[src/rtl/bol_pkg.sv]
`timescale 1ns / 1ps

package bol_pkg;

   // Defaults for the top-level parameters.
   localparam int DEF_CAPACITY    = 64;
   localparam int DEF_VALUE_WIDTH = 32;

   // Fixed widths of the request and response fields.
   localparam int KIND_W     = 4;
   localparam int IN_VALUE_W = 32;
   localparam int POS_W      = 8;
   localparam int STATUS_W   = 3;
   localparam int COUNT_W    = 7;
   localparam int REQ_DATA_W = 40;
   localparam int RSP_DATA_W = 40;

   // Operation kinds.
   localparam logic [KIND_W-1:0] KIND_INS_BACK   = 4'd0;
   localparam logic [KIND_W-1:0] KIND_INS_FRONT  = 4'd1;
   localparam logic [KIND_W-1:0] KIND_INS_AT     = 4'd2;
   localparam logic [KIND_W-1:0] KIND_DEL_VALUE  = 4'd3;
   localparam logic [KIND_W-1:0] KIND_DEL_FRONT  = 4'd4;
   localparam logic [KIND_W-1:0] KIND_DEL_BACK   = 4'd5;
   localparam logic [KIND_W-1:0] KIND_DEL_AT     = 4'd6;
   localparam logic [KIND_W-1:0] KIND_READ_AT    = 4'd7;
   localparam logic [KIND_W-1:0] KIND_READ_FIRST = 4'd8;
   localparam logic [KIND_W-1:0] KIND_READ_LAST  = 4'd9;

   // Response status codes.
   localparam logic [STATUS_W-1:0] ST_OK        = 3'd0;
   localparam logic [STATUS_W-1:0] ST_NOT_FOUND = 3'd1;
   localparam logic [STATUS_W-1:0] ST_EMPTY     = 3'd2;
   localparam logic [STATUS_W-1:0] ST_RANGE     = 3'd3;
   localparam logic [STATUS_W-1:0] ST_FULL      = 3'd4;

   // Commands from the controller to the datapath.
   typedef struct packed {
      logic                load;
      logic                start_insert;
      logic                start_fetch;
      logic                start_search;
      logic                open_step;
      logic                close_step;
      logic                search_step;
      logic                capture;
      logic                set_status;
      logic [STATUS_W-1:0] status_code;
   } ctrl_cmd_type;

   // Status from the datapath to the controller.
   typedef struct packed {
      logic [KIND_W-1:0] kind;
      logic              full;
      logic              empty;
      logic              at_gt_count;
      logic              at_ge_count;
      logic              open_done;
      logic              close_done;
      logic              found;
      logic              scan_done;
   } dp_sts_type;

endpackage

[src/rtl/bol_ram.sv]
`timescale 1ns / 1ps

module bol_ram #(
   parameter int WIDTH = 32,
   parameter int DEPTH = 64
) (
   input  logic                     clock,
   input  logic                     wr_en,
   input  logic [$clog2(DEPTH)-1:0] wr_addr,
   input  logic [WIDTH-1:0]         wr_data,
   input  logic                     rd_en,
   input  logic [$clog2(DEPTH)-1:0] rd_addr,
   output logic [WIDTH-1:0]         rd_data
);

   logic [WIDTH-1:0] mem_ff [DEPTH];
   logic [WIDTH-1:0] rd_data_ff;

   always_ff @(posedge clock) begin
      if (wr_en) begin
         mem_ff[wr_addr] <= wr_data;
      end
      if (rd_en) begin
         rd_data_ff <= mem_ff[rd_addr];
      end
   end

   assign rd_data = rd_data_ff;

endmodule

[src/rtl/bol_ctrl.sv]
`timescale 1ns / 1ps

module bol_ctrl (
   input  logic                  clock,
   input  logic                  reset,
   input  logic                  req_valid,
   output logic                  req_ready,
   output logic                  rsp_valid,
   input  logic                  rsp_ready,
   input  bol_pkg::dp_sts_type   sts,
   output bol_pkg::ctrl_cmd_type cmd
);

   typedef enum logic [6:0] {
      S_IDLE   = 7'b0000001,
      S_CHECK  = 7'b0000010,
      S_OPEN   = 7'b0000100,
      S_FETCH  = 7'b0001000,
      S_CLOSE  = 7'b0010000,
      S_SEARCH = 7'b0100000,
      S_RESP   = 7'b1000000
   } state_type;

   state_type state_ff;
   state_type state_in;

   always_comb begin
      state_in = state_ff;
      cmd      = '0;
      unique case (state_ff)
         S_IDLE: begin
            if (req_valid) begin
               cmd.load = 1'b1;
               state_in = S_CHECK;
            end
         end
         S_CHECK: begin
            unique case (sts.kind) inside
               bol_pkg::KIND_INS_BACK, bol_pkg::KIND_INS_FRONT, bol_pkg::KIND_INS_AT: begin
                  if (sts.full) begin
                     cmd.set_status  = 1'b1;
                     cmd.status_code = bol_pkg::ST_FULL;
                     state_in        = S_RESP;
                  end else if (sts.at_gt_count) begin
                     cmd.set_status  = 1'b1;
                     cmd.status_code = bol_pkg::ST_RANGE;
                     state_in        = S_RESP;
                  end else begin
                     cmd.start_insert = 1'b1;
                     state_in         = S_OPEN;
                  end
               end
               bol_pkg::KIND_DEL_VALUE: begin
                  if (sts.empty) begin
                     cmd.set_status  = 1'b1;
                     cmd.status_code = bol_pkg::ST_EMPTY;
                     state_in        = S_RESP;
                  end else begin
                     cmd.start_search = 1'b1;
                     state_in         = S_SEARCH;
                  end
               end
               bol_pkg::KIND_DEL_FRONT, bol_pkg::KIND_DEL_BACK, bol_pkg::KIND_DEL_AT,
               bol_pkg::KIND_READ_AT, bol_pkg::KIND_READ_FIRST,
               bol_pkg::KIND_READ_LAST: begin
                  if (sts.empty) begin
                     cmd.set_status  = 1'b1;
                     cmd.status_code = bol_pkg::ST_EMPTY;
                     state_in        = S_RESP;
                  end else if (sts.at_ge_count) begin
                     cmd.set_status  = 1'b1;
                     cmd.status_code = bol_pkg::ST_RANGE;
                     state_in        = S_RESP;
                  end else begin
                     cmd.start_fetch = 1'b1;
                     state_in        = S_FETCH;
                  end
               end
               default: begin
                  state_in = S_RESP;
               end
            endcase
         end
         S_OPEN: begin
            cmd.open_step = 1'b1;
            if (sts.open_done) begin
               state_in = S_RESP;
            end
         end
         S_FETCH: begin
            cmd.capture = 1'b1;
            if ((sts.kind == bol_pkg::KIND_DEL_FRONT) || (sts.kind == bol_pkg::KIND_DEL_BACK) ||
                (sts.kind == bol_pkg::KIND_DEL_AT)) begin
               state_in = S_CLOSE;
            end else begin
               state_in = S_RESP;
            end
         end
         S_CLOSE: begin
            cmd.close_step = 1'b1;
            if (sts.close_done) begin
               state_in = S_RESP;
            end
         end
         S_SEARCH: begin
            cmd.search_step = 1'b1;
            if (sts.found) begin
               state_in = S_CLOSE;
            end else if (sts.scan_done) begin
               cmd.set_status  = 1'b1;
               cmd.status_code = bol_pkg::ST_NOT_FOUND;
               state_in        = S_RESP;
            end
         end
         S_RESP: begin
            if (rsp_ready) begin
               state_in = S_IDLE;
            end
         end
         default: begin
            state_in = S_IDLE;
         end
      endcase
   end

   always_ff @(posedge clock) begin
      if (reset) begin
         state_ff <= S_IDLE;
      end else begin
         state_ff <= state_in;
      end
   end

   assign req_ready = (state_ff == S_IDLE);
   assign rsp_valid = (state_ff == S_RESP);

endmodule

[src/rtl/bol_dpath.sv]
`timescale 1ns / 1ps

module bol_dpath #(
   parameter int CAPACITY    = bol_pkg::DEF_CAPACITY,
   parameter int VALUE_WIDTH = bol_pkg::DEF_VALUE_WIDTH
) (
   input  logic                                clock,
   input  logic                                reset,
   input  bol_pkg::ctrl_cmd_type               cmd,
   output bol_pkg::dp_sts_type                 sts,
   input  logic [bol_pkg::KIND_W-1:0]          in_kind,
   input  logic signed [bol_pkg::IN_VALUE_W-1:0] in_value,
   input  logic [bol_pkg::POS_W-1:0]           in_position,
   output logic [bol_pkg::STATUS_W-1:0]        out_status,
   output logic signed [bol_pkg::IN_VALUE_W-1:0] out_data,
   output logic [bol_pkg::COUNT_W-1:0]         out_count,
   output logic                                out_is_empty
);

   localparam int VW      = VALUE_WIDTH;
   localparam int AW      = $clog2(CAPACITY);
   localparam int CW      = $clog2(CAPACITY + 1);
   localparam int PW      = (CW > bol_pkg::POS_W) ? CW : bol_pkg::POS_W;
   localparam int OUT_VW  = bol_pkg::IN_VALUE_W;
   localparam int COUNT_W = bol_pkg::COUNT_W;

   logic [bol_pkg::KIND_W-1:0]   kind_ff;
   logic [VW-1:0]                value_ff;
   logic [bol_pkg::POS_W-1:0]    pos_ff;
   logic [CW-1:0]                count_ff, count_in;
   logic [CW-1:0]                ptr_ff, ptr_in;
   logic [CW-1:0]                at_ff;
   logic [AW-1:0]                waddr_ff, waddr_in;
   logic                         wr_pend_ff, wr_pend_in;
   logic                         cmp_pend_ff, cmp_pend_in;
   logic [bol_pkg::STATUS_W-1:0] status_ff;
   logic [VW-1:0]                data_ff;

   logic [PW-1:0] at_w;
   logic [CW-1:0] ptr_next;
   logic          more_close;
   logic          more_scan;
   logic          ptr_at_target;
   logic          found;

   logic          ram_wr_en;
   logic [AW-1:0] ram_wr_addr;
   logic [VW-1:0] ram_wr_data;
   logic          ram_rd_en;
   logic [AW-1:0] ram_rd_addr;
   logic [VW-1:0] ram_rd_data;

   // Position an operation works on, taken from its kind.
   always_comb begin
      unique case (kind_ff) inside
         bol_pkg::KIND_INS_BACK: at_w = PW'(count_ff);
         bol_pkg::KIND_INS_AT, bol_pkg::KIND_DEL_AT, bol_pkg::KIND_READ_AT: at_w = PW'(pos_ff);
         bol_pkg::KIND_DEL_BACK, bol_pkg::KIND_READ_LAST: at_w = PW'(count_ff) - PW'(1);
         default: at_w = '0;
      endcase
   end

   assign ptr_next      = ptr_ff + CW'(1);
   assign more_close    = (ptr_next < count_ff);
   assign more_scan     = (ptr_ff < count_ff);
   assign ptr_at_target = (ptr_ff == at_ff);
   assign found         = cmp_pend_ff && (ram_rd_data == value_ff);

   assign sts.kind        = kind_ff;
   assign sts.full        = (count_ff == CW'(CAPACITY));
   assign sts.empty       = (count_ff == '0);
   assign sts.at_gt_count = (at_w > PW'(count_ff));
   assign sts.at_ge_count = (at_w >= PW'(count_ff));
   assign sts.open_done   = ptr_at_target && !wr_pend_ff;
   assign sts.close_done  = !more_close && !wr_pend_ff;
   assign sts.found       = found;
   assign sts.scan_done   = !cmp_pend_ff && !more_scan;

   always_comb begin
      ptr_in      = ptr_ff;
      count_in    = count_ff;
      waddr_in    = waddr_ff;
      wr_pend_in  = 1'b0;
      cmp_pend_in = 1'b0;
      ram_rd_en   = 1'b0;
      ram_rd_addr = ptr_ff[AW-1:0];
      ram_wr_en   = wr_pend_ff;
      ram_wr_addr = waddr_ff;
      ram_wr_data = ram_rd_data;

      if (cmd.start_insert) begin
         ptr_in = count_ff;
      end
      if (cmd.start_fetch) begin
         ptr_in      = CW'(at_w);
         ram_rd_en   = 1'b1;
         ram_rd_addr = at_w[AW-1:0];
      end
      if (cmd.start_search) begin
         ptr_in = '0;
      end

      // Opening a gap walks down from the end, one entry moved up a cycle.
      if (cmd.open_step) begin
         if (!ptr_at_target) begin
            ram_rd_en   = 1'b1;
            ram_rd_addr = ptr_in[AW-1:0] - AW'(1);
            wr_pend_in  = 1'b1;
            waddr_in    = ptr_ff[AW-1:0];
            ptr_in      = ptr_ff - CW'(1);
         end else if (!wr_pend_ff) begin
            ram_wr_en   = 1'b1;
            ram_wr_addr = ptr_ff[AW-1:0];
            ram_wr_data = value_ff;
            count_in    = count_ff + CW'(1);
         end
      end

      // Closing a gap walks up to the end, one entry moved down a cycle.
      if (cmd.close_step) begin
         if (more_close) begin
            ram_rd_en   = 1'b1;
            ram_rd_addr = ptr_next[AW-1:0];
            wr_pend_in  = 1'b1;
            waddr_in    = ptr_ff[AW-1:0];
            ptr_in      = ptr_next;
         end else if (!wr_pend_ff) begin
            count_in = count_ff - CW'(1);
         end
      end

      // The scan issues one read a cycle and compares each read in the cycle after.
      if (cmd.search_step) begin
         if (found) begin
            ptr_in = ptr_ff - CW'(1);
         end else if (more_scan) begin
            ram_rd_en   = 1'b1;
            ram_rd_addr = ptr_ff[AW-1:0];
            cmp_pend_in = 1'b1;
            ptr_in      = ptr_next;
         end
      end
   end

   always_ff @(posedge clock) begin
      if (reset) begin
         count_ff    <= '0;
         wr_pend_ff  <= 1'b0;
         cmp_pend_ff <= 1'b0;
      end else begin
         count_ff    <= count_in;
         wr_pend_ff  <= wr_pend_in;
         cmp_pend_ff <= cmp_pend_in;
      end
   end

   always_ff @(posedge clock) begin
      ptr_ff   <= ptr_in;
      waddr_ff <= waddr_in;
      if (cmd.load) begin
         kind_ff   <= in_kind;
         value_ff  <= VW'(in_value);
         pos_ff    <= in_position;
         status_ff <= bol_pkg::ST_OK;
         data_ff   <= '0;
      end
      if (cmd.start_insert) begin
         at_ff <= CW'(at_w);
      end
      if (cmd.capture) begin
         data_ff <= ram_rd_data;
      end
      if (cmd.search_step && found) begin
         data_ff <= value_ff;
      end
      if (cmd.set_status) begin
         status_ff <= cmd.status_code;
      end
   end

   bol_ram #(
      .WIDTH (VW),
      .DEPTH (CAPACITY)
   ) u_store (
      .clock   (clock),
      .wr_en   (ram_wr_en),
      .wr_addr (ram_wr_addr),
      .wr_data (ram_wr_data),
      .rd_en   (ram_rd_en),
      .rd_addr (ram_rd_addr),
      .rd_data (ram_rd_data)
   );

   assign out_status   = status_ff;
   assign out_data     = OUT_VW'(signed'(data_ff));
   assign out_count    = COUNT_W'(count_ff);
   assign out_is_empty = (count_ff == '0);

endmodule

[src/rtl/bounded_ordered_list_unit.sv]
`timescale 1ns / 1ps

// Ordered list of up to CAPACITY signed values, held in a single-port-write,
// registered-read store together with an entry count. Each request carries an
// operation kind on req_tuser and a value and position on req_tdata; each one
// produces exactly one response giving the status, the value read or removed,
// the count afterwards and an empty flag. Requests are handled one at a time:
// req_tready is high only while the unit is idle, and a response waits in its
// output registers until rsp_tready takes it. After acceptance and a check
// state, a read fetches its entry; an insert moves entries up one per cycle
// through the store from the end down to its position; a positional delete,
// front and back included, fetches its entry and moves the entries behind it
// down one per cycle; a delete by value scans, one entry read a cycle, up to
// the first match, and the gap then closes over the entries behind it. Errors
// (full, empty, bad position) answer straight after the check. The store
// takes one write and one read per cycle. No clearing pass follows reset:
// only entries below the count are ever read.
module bounded_ordered_list_unit #(
   parameter int CAPACITY    = bol_pkg::DEF_CAPACITY,
   parameter int VALUE_WIDTH = bol_pkg::DEF_VALUE_WIDTH
) (
   input  logic                             clock,
   input  logic                             reset,
   // Request channel.
   input  logic                             req_tvalid,
   output logic                             req_tready,
   // value [31:0], position [39:32]
   input  logic [bol_pkg::REQ_DATA_W-1:0]   req_tdata,
   // kind [3:0]
   input  logic [bol_pkg::KIND_W-1:0]       req_tuser,
   // Response channel.
   output logic                             rsp_tvalid,
   input  logic                             rsp_tready,
   // data_out [31:0], count [38:32], is_empty [39]
   output logic [bol_pkg::RSP_DATA_W-1:0]   rsp_tdata,
   // status [2:0]
   output logic [bol_pkg::STATUS_W-1:0]     rsp_tuser
);

   bol_pkg::ctrl_cmd_type cmd;
   bol_pkg::dp_sts_type   sts;

   logic [bol_pkg::STATUS_W-1:0]          rsp_status;
   logic signed [bol_pkg::IN_VALUE_W-1:0] rsp_data;
   logic [bol_pkg::COUNT_W-1:0]           rsp_count;
   logic                                  rsp_is_empty;

   // The controller sequences each request; the datapath owns the store,
   // the count, the walking pointer and the response registers.
   bol_ctrl u_ctrl (
      .clock     (clock),
      .reset     (reset),
      .req_valid (req_tvalid),
      .req_ready (req_tready),
      .rsp_valid (rsp_tvalid),
      .rsp_ready (rsp_tready),
      .sts       (sts),
      .cmd       (cmd)
   );

   bol_dpath #(
      .CAPACITY    (CAPACITY),
      .VALUE_WIDTH (VALUE_WIDTH)
   ) u_dpath (
      .clock        (clock),
      .reset        (reset),
      .cmd          (cmd),
      .sts          (sts),
      .in_kind      (req_tuser),
      .in_value     (req_tdata[31:0]),
      .in_position  (req_tdata[39:32]),
      .out_status   (rsp_status),
      .out_data     (rsp_data),
      .out_count    (rsp_count),
      .out_is_empty (rsp_is_empty)
   );

   assign rsp_tdata = {rsp_is_empty, rsp_count, rsp_data};
   assign rsp_tuser = rsp_status;

   // Only one request is ever in flight, so the unit never offers to take a
   // new request while a response is still on offer.
   assert property (@(posedge clock) disable iff (reset)
      !(req_tready && rsp_tvalid))
      else $error("request taken while a response is pending");

   // The response always follows its request by at least the check cycle.
   assert property (@(posedge clock) disable iff (reset)
      (req_tvalid && req_tready) |=> !rsp_tvalid)
      else $error("response offered in the cycle after acceptance");

   // A failed request reports no data.
   assert property (@(posedge clock) disable iff (reset)
      (rsp_tvalid && (rsp_tuser != bol_pkg::ST_OK)) |-> (rsp_tdata[31:0] == '0))
      else $error("data present on a failed request");

   // An empty status leaves the list empty.
   assert property (@(posedge clock) disable iff (reset)
      (rsp_tvalid && (rsp_tuser == bol_pkg::ST_EMPTY)) |-> rsp_tdata[39])
      else $error("empty status reported on a list that holds entries");

endmodule

[config.mk]
export PLATFORM = sky130hd
export DESIGN_NAME = bounded_ordered_list_unit
export DESIGN_NICKNAME = d
export VERILOG_FILES = /design/src/rtl/bol_pkg.sv /design/src/rtl/bol_ram.sv /design/src/rtl/bol_ctrl.sv /design/src/rtl/bol_dpath.sv /design/src/rtl/bounded_ordered_list_unit.sv
export SDC_FILE = /design/constraint.sdc
export NUM_CORES = 2
export LEC_CHECK = 0
export ABC_AREA = 1
export BUFFER_PORTS_ARGS = -buffer_cell sky130_fd_sc_hd__buf_2
export CORE_MARGIN = 2
export CORE_UTILIZATION = 40
export DETAILED_ROUTE_END_ITERATION = 12
export GPL_TIMING_DRIVEN = 0
export REMOVE_ABC_BUFFERS = 1
export SKIP_CTS_REPAIR_TIMING = 1
export SLEW_MARGIN = 20
export SYNTH_ARGS = -nofsm -noshare
export SYNTH_HDL_FRONTEND = slang
export SYNTH_SLANG_ARGS = --single-unit
[constraint.sdc]
create_clock -name clock -period 12.5 [get_ports clock]
set_clock_uncertainty 0.15 [all_clocks]
set_input_delay 2.5 -clock clock [delete_from_list [all_inputs] [get_ports clock]]
set_output_delay 2.5 -clock clock [all_outputs]
set_load 0.05 [all_outputs]
==> results.md <==
- The clock transition at the registers of the reported paths is 0.06 ns.
- The number of instances in the synthesized netlist is 9258.
- Yosys mapped a number of flops with a built-in enable equal to 2166.
- The prevailing post-synth register cell is edfxtp_1.
- The length of the first detailed-routing pass in iterations is 8.
- For this run, the total global-route usage over all layers was measured as 23.6%.
- Static timing analysis puts the maximum clock frequency at 0.123 GHz.
- The cell that appears most often on the critical path is nand3_1.
- The root buffer cell chosen for the clock tree is clkbuf_16.
- Each instance of the synthesized netlist takes up on average 10.7 µm².
- The remaining global-route overflow is 0.
- The later pin in the worst-skew pair is clocked with a latency of between 0.8 and 0.9 ns.
- Setup repair after global routing left no endpoint under its margin.
- The highest fanout seen on the critical path is 121.
- The type of the tightest min-delay check is reg -> reg.
- The run finished with clean final reports.
- The endpoint of the most critical register-to-register path is u_dpath.u_store.rd_data[8].
- In this design, the stage delay of the slowest critical-path cell is 0.43 ns.
- The unique cell type count in the Yosys netlist is 52.
- Power spread over the standard cell area amounts to 176 nW/µm².
- Leaving out fill and tap cells, the most frequent cells in the layout are 2166 x edfxtp_1, 2092 x nand2_1, 1660 x nand3_1.
- The buffer levels on the longest clock path is 3.
- The kind of start point of the critical path is a flop.
- The critical path is of the reg -> reg type.
- In the routed design, unresolved DRC markers number 0.
- The worst-case headroom to the max-slew limit is 18.2%.
- The number of buffers added on ports is 92.
- The count of cells along the worst register-to-register path is 33.
- The worst register-to-register path begins at u_dpath.out_count[1].
- The register bit total from synthesis is 2195.
- The time the worst path needs with I/O delays and setup is between 8 and 9 ns.
- The final wirelength is 302000 µm.
- The die footprint is 251000 µm².
- The most frequent standard cell in the layout excluding fill and tap cells is edfxtp_1.
- In the routed layout, each cell is associated on average with a via count of 5.51.
- Once the floorplan was initialized, standard cells occupied ~40% of the core.
- The floorplan core area is 246000 µm².
- The number of DRC markers after the initial detailed-route iteration is 8905.
- For this design, the sink count on the clock tree is ~2200.
- The post-place setup slack is 4.65 ns.
- The number of top-level pins is 93.
- The final HPWL from detailed placement is roughly 190000 µm.
- The number of standard-cell rows in the floorplan is 182.
- TritonCTS built the clock tree.
- The count of synthesis-stage warnings from yosys is 0.
- After synthesis, flip-flops and latches occupy roughly 67% of the total area.
- The leakage component of the power is 46.0 nW.
- The total CTS buffers is 220.
- The maximum number of pins on one net before global-route repair is 122.
- From synthesis to final layout, the design area changed by 17.8%.
- The signal arrival time at the worst endpoint is between 8 and 9 ns.
- The worst-case IR drop observed on VDD is about 0.18 mV.
- The congestion estimate from routability-driven global placement came to about 0.87.
- The max-capacitance violation count is 0.
- The most critical setup path has its endpoint at u_dpath.u_store.rd_data[8].
- The top cell type by area accounts for 65.9% of the synthesized area.
- The detail route stage leaves a number of antenna-violating nets equal to 0.
- In the synthesized netlist the async set-or-reset flop fraction comes to 0%.
- In the final layout, the share of cells above drive strength 1 is 8.87%.
- The via count is 70000.
- The final routed wire length divided by cell count is roughly 24 µm.
- The slack of the worst reg-to-reg path is 4.34 ns.
- The cell count after placement is 12300.
- The wire length of the first global-routing pass is 441000 µm.
- The launch point of the critical path is u_dpath.out_count[1].
- The data required time of the worst path is 12.97 ns.
- The worst path meets setup with 4.34 ns of slack.
- At the end of the flow, the number of nets in the layout was about 9400.
- The slowest stage of the critical path is the nand2_8 cell.
- The worst hold path passes through 2 cells.
- In this run the cell area of the synthesized design comes to 98700 µm².
- STA classifies the critical path endpoint as a flop.
- edfxtp_1 takes more of the synthesized area than any other cell.
- The count of final max-slew check failures is 0.
- The via count of the first global-routing pass is 65700.
- By area the synthesized netlist is led by edfxtp_1 66%, nand3_1 8.4%, nand2_1 8.0%, inv_1 5.1%, nand3b_1 4.1%.
- The final period utilization is 65.3%.
- The finished layout holds 12700 standard cells, fillers aside.
- The final-report setup violation count is 0.
- The die extent in y is roughly 500 µm.
- The final hold violation count was 0.
- The actual transition at the worst max-transition pin is 1.22 ns.
- The number of antenna violations at the first check in global routing is 5.
- The width of the die is between 500 and 600 µm.
- The deepest level of the CTS H-tree is 4.
==> critical path, delay by kind of cell (launching register included) <==
kind	cells	cell delay, ns
adders and majority gates	2	0.64
DFF	1	0.41
and+or+nand+nor	20	3.36
buffers and inverters	10	2.60
AOI/OAI and AO/OA	1	0.23
==> flip-flops by register name (all words and copies together), names as in the netlist, 8 cells and up <==
signal and cells:
u_dpath.pos_ff 8, u_dpath.u_store.mem_ff 2048, u_dpath.u_store.rd_data 32, u_dpath.value_ff 32, u_dpath.out_data 32
==> cell families (layout without fill, tap and decap cells) <==
family | Yosys count | count (layout) | share of synthesized area [%]
buffers and inverters | 1954 | 2169 | 7.90
other | 0 | 1 | 0
adder cells (fa/ha/maj) | 23 | 23 | 0.292
multiplexers | 1 | 1 | 0.0101
AO/OA/AOI/OAI | 413 | 413 | 2.75
AND/OR/NAND/NOR | 4639 | 4639 | 22.2
XOR/XNOR | 33 | 33 | 0.293
flip-flops | 2195 | 2195 | 66.5
==> power breakdown <==
part	total, mW	internal, mW	switching (mW)
Sequential	8.28	8.17	0.111
Combinational	5.73	1.90	3.83
Clock	6.39	3.60	2.80
==> layer usage <==
| layer | track usage (%) | vias up | routed length [µm] |
|---|---|---|---|
| met1 | 31.7 | 34100 | 120000 |
| li1 | - | 31600 | - |
| met4 | 11.5 | 2 | 16500 |
| met3 | 4.34 | 742 | 28500 |
| met5 | 0 | - | 13 |
| met2 | 36.9 | 3502 | 137000 |
==> cell type report <==
| cell class | count | area [µm²] |
|---|---|---|
| clock inverters | 114 | 990 |
| flip-flops and latches | 2195 | 65600 |
| well taps | 3220 | 4030 |
| inverters | 1367 | 5140 |
| repair buffers | 406 | 8330 |
| diodes | 1 | 2.50 |
| fillers | 21400 | 130000 |
| multi-input cells | 5109 | 26300 |
| clock buffers | 282 | 5830 |
==> Yosys cell counts (4+ instances only) <==
master       n
nand3_2      4
o21ai_0     96
inv_1     1352
nor2_1     182
nand2_1   2095
o221ai_1     4
nand2_2     11
xor2_1      23
nand3b_1   543
nor3_1      13
or2_2        4
xnor2_1     10
nand4_1    104
buf_1       26
o21ai_1     36
dfxtp_1     29
buf_4       21
clkbuf_1   236
o211ai_1   205
o22ai_1     23
nor4_1       9
ha_1        23
inv_2       12
nand3_1   1663
a21oi_1     30
buf_2      303
edfxtp_1  2166
==> worst min-delay path by stage <==
stage | startpoint | end | slack [ns]
2_1_floorplan | u_dpath.waddr_ff[0] | u_dpath.waddr_ff[0] | 0.28
4_1_cts | u_dpath.waddr_ff[1] | u_dpath.waddr_ff[1] | 0.31
3_5_place_dp | u_dpath.waddr_ff[1] | u_dpath.waddr_ff[1] | 0.30
3_3_place_gp | u_dpath.waddr_ff[3] | u_dpath.waddr_ff[3] | 0.29
5_1_grt | u_dpath.waddr_ff[1] | u_dpath.waddr_ff[1] | 0.35
6_report | u_dpath.waddr_ff[1] | u_dpath.waddr_ff[1] | 0.31
==> metrics by stage <==
| stage | instance area (µm²) | setup TNS (ns) | hold slack [ns] | utilization, % | power (mW) |
|---|---|---|---|---|---|
| after floorplan | 96000 | -1051.18 | 0.279 | - | 12.3 |
| after global placement | 101000 | -3022.25 | 0.289 | 40.9 | 14.6 |
| after detailed placement | 109000 | 0 | 0.298 | 44.5 | 14.1 |
| after CTS | 116000 | 0 | 0.313 | 47.3 | 20.5 |
| after global routing | 116000 | 0 | 0.349 | 47.3 | 21.3 |
| final | 116000 | 0 | 0.314 | 47.3 | 20.4 |
Note: power is estimated with default switching activity, not from simulation.
